### config.mk
export PLATFORM = sky130hd
export DESIGN_NAME = square_matrix_rotator
export DESIGN_NICKNAME = d
export VERILOG_FILES = /design/src/sqrot_pkg.sv /design/src/sqrot_ctrl.sv /design/src/sqrot_dp.sv /design/src/square_matrix_rotator.sv
export SDC_FILE = /design/constraint.sdc
export NUM_CORES = 2
export LEC_CHECK = 0
export BUFFER_PORTS_ARGS = -buffer_cell sky130_fd_sc_hd__buf_4
export CAP_MARGIN = 20
export CORE_UTILIZATION = 40
export DETAILED_ROUTE_END_ITERATION = 8
export GPL_ROUTABILITY_DRIVEN = 0
export HOLD_SLACK_MARGIN = 0.03
export SLEW_MARGIN = 20
export SYNTH_ARGS = -nofsm -noshare
export SYNTH_HDL_FRONTEND = slang
export SYNTH_SLANG_ARGS = --single-unit
### constraint.sdc
create_clock -name clock -period 5.9 [get_ports clock]
set_input_delay 0.59 -clock clock [delete_from_list [all_inputs] [get_ports clock]]
set_output_delay 0.59 -clock clock [all_outputs]
set_load 0.02 [all_outputs]
### src/sqrot_pkg.sv
`timescale 1ns / 1ps

package sqrot_pkg;

   localparam int DataW = 32;
   localparam int SideW = 4;
   localparam int TurnW = 2;
   localparam int TotalW = 8;

   // Register indexes, selected by paddr[2]
   localparam logic RegSide  = 1'b0;
   localparam logic RegTurns = 1'b1;

   localparam logic [SideW-1:0] SideReset  = 4'd8;
   localparam logic [TurnW-1:0] TurnsReset = 2'd0;

   // Quarter-turn codes
   localparam logic [TurnW-1:0] TurnZero  = 2'd0;
   localparam logic [TurnW-1:0] TurnOne   = 2'd1;
   localparam logic [TurnW-1:0] TurnTwo   = 2'd2;
   localparam logic [TurnW-1:0] TurnThree = 2'd3;

   typedef enum logic [1:0] {
      ST_LOAD = 2'b01,
      ST_EMIT = 2'b10
   } state_type;

   typedef struct packed {
      logic load_wr;
      logic start_emit;
      logic rd_issue;
   } cmd_type;

   typedef struct packed {
      logic frame_full;
      logic last_read;
      logic slot_free;
   } status_type;

endpackage

### src/sqrot_ctrl.sv
`timescale 1ns / 1ps

module sqrot_ctrl import sqrot_pkg::*; (
   input  logic       clock,
   input  logic       reset,
   input  logic       req_valid,
   input  status_type status,
   output logic       req_stall,
   output cmd_type    cmd
);

   state_type state_ff;
   state_type state_in;

   // Take items only while loading
   assign req_stall = (state_ff != ST_LOAD);

   always_comb begin
      cmd.load_wr    = (state_ff == ST_LOAD) && req_valid;
      cmd.start_emit = cmd.load_wr && status.frame_full;
      cmd.rd_issue   = (state_ff == ST_EMIT) && status.slot_free;
   end

   // Advance between load and emit phases
   always_comb begin
      state_in = state_ff;
      case (state_ff)
         ST_LOAD: begin
            if (cmd.start_emit) state_in = ST_EMIT;
         end
         ST_EMIT: begin
            if (cmd.rd_issue && status.last_read) state_in = ST_LOAD;
         end
         default: state_in = ST_LOAD;
      endcase
   end

   always_ff @(posedge clock) begin
      if (reset) state_ff <= ST_LOAD;
      else       state_ff <= state_in;
   end

endmodule

### src/sqrot_dp.sv
`timescale 1ns / 1ps

module sqrot_dp import sqrot_pkg::*; #(
   parameter int MAX_SIZE = 8
) (
   input  logic                    clock,
   input  logic                    reset,
   input  cmd_type                 cmd,
   output status_type              status,
   input  logic [SideW-1:0]        cfg_side,
   input  logic [TurnW-1:0]        cfg_turns,
   input  logic                    side_wr,
   input  logic signed [DataW-1:0] req_element_in,
   output logic                    rsp_valid,
   input  logic                    rsp_stall,
   output logic signed [DataW-1:0] rsp_element_out,
   output logic                    rsp_last_element
);

   localparam int Cells = MAX_SIZE * MAX_SIZE;
   localparam int AddrW = (Cells > 1) ? $clog2(Cells) : 1;
   localparam int CmpW  = ((AddrW > TotalW) ? AddrW : TotalW) + 1;
   localparam logic [SideW-1:0] MaxSide = (MAX_SIZE > 15) ? 4'd15 : SideW'(MAX_SIZE);

   logic [DataW-1:0]  store_mem [Cells];

   logic [AddrW-1:0]  load_count_ff, load_count_in;
   logic [SideW-1:0]  row_ff, row_in, col_ff, col_in;
   logic [TurnW-1:0]  turns_ff;
   logic [DataW-1:0]  rd_data_ff;
   logic              pend_ff, pend_in;
   logic              pend_last_ff;
   logic              rsp_valid_ff, rsp_valid_in;
   logic signed [DataW-1:0] rsp_elem_ff;
   logic              rsp_last_ff;

   logic [SideW-1:0]  side_n, side_m1;
   logic [TotalW-1:0] total;
   logic [SideW-1:0]  src_row, src_col;
   logic [TotalW-1:0] src_index;
   logic [AddrW-1:0]  rd_addr;
   logic              move;

   // Clamp the configured side into 1..MaxSide
   always_comb begin
      side_n = cfg_side;
      if (side_n == '0) side_n = 4'd1;
      if (side_n > MaxSide) side_n = MaxSide;
   end
   assign side_m1 = side_n - 4'd1;
   assign total   = TotalW'(side_n) * TotalW'(side_n);

   assign status.frame_full = (CmpW'(load_count_ff) + CmpW'(1)) >= CmpW'(total);
   assign status.last_read  = (row_ff == side_m1) && (col_ff == side_m1);

   // Load counter: wrap at frame end, drop partial frame on side write
   always_comb begin
      load_count_in = load_count_ff;
      if (side_wr) load_count_in = '0;
      else if (cmd.load_wr) begin
         if (status.frame_full) load_count_in = '0;
         else                   load_count_in = load_count_ff + AddrW'(1);
      end
   end

   always_ff @(posedge clock) begin
      if (reset) load_count_ff <= '0;
      else       load_count_ff <= load_count_in;
   end

   // Emission scan over output row and column
   always_comb begin
      row_in = row_ff;
      col_in = col_ff;
      if (cmd.start_emit) begin
         row_in = '0;
         col_in = '0;
      end else if (cmd.rd_issue) begin
         if (col_ff == side_m1) begin
            col_in = '0;
            row_in = row_ff + 4'd1;
         end else begin
            col_in = col_ff + 4'd1;
         end
      end
   end

   always_ff @(posedge clock) begin
      row_ff <= row_in;
      col_ff <= col_in;
      if (cmd.start_emit) turns_ff <= cfg_turns;
   end

   // Map output position to source position
   always_comb begin
      case (turns_ff)
         TurnOne: begin
            src_row = side_m1 - col_ff;
            src_col = row_ff;
         end
         TurnTwo: begin
            src_row = side_m1 - row_ff;
            src_col = side_m1 - col_ff;
         end
         TurnThree: begin
            src_row = col_ff;
            src_col = side_m1 - row_ff;
         end
         default: begin
            src_row = row_ff;
            src_col = col_ff;
         end
      endcase
   end

   assign src_index = TotalW'(src_row) * TotalW'(side_n) + TotalW'(src_col);
   assign rd_addr   = AddrW'(src_index);

   // Matrix store: one write port, one registered read port
   always_ff @(posedge clock) begin
      if (cmd.load_wr) store_mem[load_count_ff] <= req_element_in;
      if (cmd.rd_issue) begin
         rd_data_ff   <= store_mem[rd_addr];
         pend_last_ff <= status.last_read;
      end
   end

   // Read stage to output register hand-off
   assign move             = pend_ff && (!rsp_valid_ff || !rsp_stall);
   assign status.slot_free = !pend_ff || move;

   always_comb begin
      pend_in = pend_ff;
      if (cmd.rd_issue) pend_in = 1'b1;
      else if (move)    pend_in = 1'b0;
   end

   always_comb begin
      rsp_valid_in = rsp_valid_ff;
      if (move)            rsp_valid_in = 1'b1;
      else if (!rsp_stall) rsp_valid_in = 1'b0;
   end

   always_ff @(posedge clock) begin
      if (reset) begin
         pend_ff      <= 1'b0;
         rsp_valid_ff <= 1'b0;
      end else begin
         pend_ff      <= pend_in;
         rsp_valid_ff <= rsp_valid_in;
      end
   end

   // Hold the output item while stalled
   always_ff @(posedge clock) begin
      if (move) begin
         rsp_elem_ff <= $signed(rd_data_ff);
         rsp_last_ff <= pend_last_ff;
      end
   end

   assign rsp_valid        = rsp_valid_ff;
   assign rsp_element_out  = rsp_elem_ff;
   assign rsp_last_element = rsp_last_ff;

endmodule

### src/square_matrix_rotator.sv
`timescale 1ns / 1ps
// Channel  | Direction | Ports
// req      | in        | req_valid, req_stall, req_element_in
// rsp      | out       | rsp_valid, rsp_stall, rsp_element_out, rsp_last_element
// csr      | in/out    | psel, penable, pwrite, paddr, pwdata, prdata, pready
//
// A frame of N*N items loads at one item per cycle into the matrix store.
// Emission then reads the store's single read port once per cycle while the output
// is not stalled: N*N results follow through the read data and output registers.
// Input is stalled during emission. Reset is synchronous; no clearing pass, the
// store is only read after being written in the same frame. Output stalls pause
// emission without loss.

module square_matrix_rotator import sqrot_pkg::*; #(
   parameter int MAX_SIZE = 8
) (
   input  logic                    clock,
   input  logic                    reset,
   input  logic                    req_valid,
   output logic                    req_stall,
   input  logic signed [DataW-1:0] req_element_in,
   output logic                    rsp_valid,
   input  logic                    rsp_stall,
   output logic signed [DataW-1:0] rsp_element_out,
   output logic                    rsp_last_element,
   input  logic                    psel,
   input  logic                    penable,
   input  logic                    pwrite,
   input  logic [2:0]              paddr,
   input  logic [31:0]             pwdata,
   output logic [31:0]             prdata,
   output logic                    pready
);

   logic [SideW-1:0] side_ff;
   logic [TurnW-1:0] turns_ff;
   logic             csr_wr;
   logic             side_wr;
   logic             turns_wr;
   cmd_type          cmd;
   status_type       status;

   // Configuration registers
   assign pready   = 1'b1;
   assign csr_wr   = psel && penable && pwrite;
   assign side_wr  = csr_wr && (paddr[2] == RegSide);
   assign turns_wr = csr_wr && (paddr[2] == RegTurns);

   always_ff @(posedge clock) begin
      if (reset) begin
         side_ff  <= SideReset;
         turns_ff <= TurnsReset;
      end else begin
         if (side_wr)  side_ff  <= pwdata[SideW-1:0];
         if (turns_wr) turns_ff <= pwdata[TurnW-1:0];
      end
   end

   // Register read-back
   always_comb begin
      if (paddr[2] == RegSide) prdata = {28'd0, side_ff};
      else                     prdata = {30'd0, turns_ff};
   end

   sqrot_ctrl u_ctrl (
      .clock     (clock),
      .reset     (reset),
      .req_valid (req_valid),
      .status    (status),
      .req_stall (req_stall),
      .cmd       (cmd)
   );

   sqrot_dp #(
      .MAX_SIZE (MAX_SIZE)
   ) u_dp (
      .clock            (clock),
      .reset            (reset),
      .cmd              (cmd),
      .status           (status),
      .cfg_side         (side_ff),
      .cfg_turns        (turns_ff),
      .side_wr          (side_wr),
      .req_element_in   (req_element_in),
      .rsp_valid        (rsp_valid),
      .rsp_stall        (rsp_stall),
      .rsp_element_out  (rsp_element_out),
      .rsp_last_element (rsp_last_element)
   );

endmodule

==> flow_metrics.tcl <==
set metrics [dict create \
    post-route-util_pct 48.3 \
    cp_max_fo 17 \
    hold_viol_final 0 \
    wire_per_inst_um 30.5 \
    synth-simple-area-share_pct 3.01 \
    cp-start-kind "flop" \
    grt_overflow 0 \
    ys_ff_latch 2140 \
    p_clk_share_pct 39.2 \
    dpl.hpwl_mm 129 \
    ios 142 \
    grt_pass1_wl_mm 321 \
    fin_nets 4601 \
    synth_top_family_by_area "multiplexers" \
    final_max_slew_viol_count 0 \
    min_period_ns 6.21 \
    netlist_area_um2 83700 \
    slowest_stage "fa_4" \
    intPower_mw 25.6 \
    wl_met1_mm 96.0 \
    synth_fa_ha_area_share_pct 0.694 \
    stdcell_count 7446 \
    power_density_nw_per_um2 332 \
    ys_warn_count 0 \
    highest_layer "met5" \
    fin_worst_skew_ns 0.0389 \
    rsz0062_at_grt "true" \
    peakVddDrop_uv 259 \
    viasPerCell 5.80 \
    synth_top_area_cell "edfxtp_1" \
    post-place-ws_ns -0.999 \
    die_y_um 459 \
    drc_errors 0 \
    placedCellCount 6972 \
    cts_root_buffer "clkbuf_16" \
    dieWidth_um 459 \
    final.fill_count 16800 \
    timing.final.crit_share_pct 105 \
    p_leak_nw 31.5 \
    tns_ns -7.36 \
    cts_tree "done" \
    avgSynthCellArea_um2 20.8 \
    cts_sinks 2140 \
    yosys_most_used_dff "edfxtp_1" \
    htree_levels 4 \
    cp-end-kind "flop" \
    clockBufferDepth 3 \
    worst_slack_ns -0.309 \
    share_comb_of_total_power_pct 10.3 \
    synthXorXnorAreaFrac_pct 0.208 \
    drv_cap 0 \
    cts_made_buffers 210 \
    crit_path_max_incr_delay_ns 0.88 \
    slew_headroom_pct 26.2 \
    clk_pin_slew_ns 0.06 \
    critPathKind "flop to flop" \
    drt_iter0_markers 5016 \
    grtUsageTotal_pct 21.5 \
    violations "setup timing" \
    tightest_slew_ns 1.10 \
    grt_pass1_vias 43200 \
    route.vias.total 43200 \
    synth.most_common_cell "edfxtp_1" \
    layout-drive-gt1-share_pct 33.9 \
    seq_area_frac_synth_pct 76.5 \
    power_frac_seq_pct 50.5 \
    min_path_type "input pin to flop" \
    io_buffers 82 \
    path_cells "nor2_2, nor2_2, nor2_2, inv_2, ha_4, fa_2, mux4_2, buf_6, nor2_4, ha_1, ha_1, inv_1, fa_1, inv_2, fa_4, buf_12, buf_12, buf_4, mux4_2, mux2_4, a2111oi_4, mux2i_1" \
    wl_met2_mm 107 \
    p_switching_mw 7.62 \
    critPathMostFrequentCell "nor2_2" \
    drt-total-wl_mm 227 \
    synth_common_cells "2116 x edfxtp_1, 515 x mux4_2, 200 x o21ai_0, 171 x clkbuf_1, 149 x nand2_1" \
    required_ns 6.46 \
    start_util_pct 40.3 \
    routed-wl-met3_mm 17.9 \
    syn_to_final_growth_pct 19.7 \
    status "complete, but fails checks" \
    antenna_found_initial 8 \
    swShare_pct 22.9 \
    setup_viol 32 \
    syn_inst 4022 \
    insertion_delay_ns 0.84 \
    synth_edf_count 2116 \
    synth_compound_area_share_pct 2.53 \
    crit_arrival_ns 6.77 \
    firstDrtPassIters 5 \
    max_freq_mhz 161 \
    async_reset_ff_share_pct 0 \
    num_rows 167 \
    synth_cell_types 57 \
    antenna_left 0 \
    die-area_um2 211000 \
    synthTopCellsByArea "edfxtp_1 76%, mux4_2 14%, o21ai_0 1.2%" \
    core_um2 207000 \
    synth_top_area_share_pct 76.0 \
    grt_max_degree 65 \
    synth_mux_area_share_pct 15.3 \
]
timing repair:
action | 4_1_cts | 5_1_grt
gates resized for setup | 270 | 132
hold buffers | 7 | 0
gates cloned | 17 | 2
buffers inserted | 52 | 15
endpoints found under the hold margin | 7 | 0
pin swaps | 26 | 20
setup endpoints to repair | 32 | 32
worst max-delay path, delay by kind of cell (launching register included):
kind	cells	cell delay [ns]
compound gates	1	0.49
fa+ha+maj	6	2.60
flops	1	0.32
buf+inv	7	0.85
simple gates	4	0.37
mux	4	1.29
metrics by stage:
step / power [mW] / cell area, µm² / hold WS, ns
after detailed placement: 20.0 / 90700 / 0.429
after floorplan: 18.5 / 83800 / 0.400
final: 33.2 / 100000 / 0.204
after CTS: 33.3 / 99500 / 0.116
after global placement: 19.9 / 90600 / 0.410
after global routing: 34.2 / 100000 / 0.161
cell type report:
cell class	count	area (µm²)	area share (%)
diodes	3	7.51	0.00750
clock buffers	262	5490	5.49
inverters	33	124	0.124
repair buffers	505	5690	5.68
flip-flops and latches	2140	64000	63.9
clock inverters	119	1140	1.14
multi-input cells	1596	20200	20.1
well taps	2788	3490	3.48
path summary, 6_finish.rpt:
kind,end,startpoint,slack [ns],cells after the start
max,u_dp.rd_data_ff[28],side_ff[1],-0.31,22
min,side_ff[3],pwdata[3],0.20,4
max reg2reg,u_dp.rd_data_ff[28],side_ff[1],-0.31,22
min reg2reg,u_dp.rsp_element_out[18],u_dp.rd_data_ff[18],0.44,0
placed cells by master, fill, tap and decap left out, drive strengths merged, types with 64 or more instances in the layout:
| master | instances |
|---|---|
| nand2 | 149 |
| clkinv | 96 |
| nor2 | 113 |
| clkbuf | 264 |
| mux2 | 66 |
| a2111oi | 64 |
| edfxtp | 2116 |
| a21oi | 81 |
| nand3 | 81 |
| buf | 492 |
| nand4 | 130 |
| o21ai | 200 |
| mux4 | 515 |
cells by family after synthesis:
| kind of cell | after synthesis |
|---|---|
| compound gates | 363 |
| xor+xnor | 19 |
| fa+ha+maj | 41 |
| buf+inv | 315 |
| flops | 2140 |
| mux | 624 |
| other cells | 2 |
| simple gates | 518 |
routing by layer:
metal / GRT usage (%) / up-vias
met2: 33.6 / 1882
li1: - / 17700
met4: 6.17 / 2
met1: 30.9 / 23300
met3: 3.90 / 306
met5: 0 / -
flip-flops by register name, indices dropped and copies added (netlist names), 4 cells and up:
register	count
u_dp.row_ff	4
u_dp.rd_data_ff	32
u_dp.store_mem	2048
side_ff	4
u_dp.rsp_element_out	32
u_dp.col_ff	4
u_dp.load_count_ff	6
power by group through the flow:
stage / Sequential, mW / Combinational [mW] / Clock (mW)
6_report: 16.8 / 3.43 / 13.0
5_1_grt: 16.8 / 3.59 / 13.8
4_1_cts: 16.8 / 3.32 / 13.2
3_5_place_dp: 17.1 / 2.85 / 0
3_3_place_gp: 17.1 / 2.81 / 0
2_1_floorplan: 17.1 / 1.41 / 0
Power figures use the tool's default switching activity.
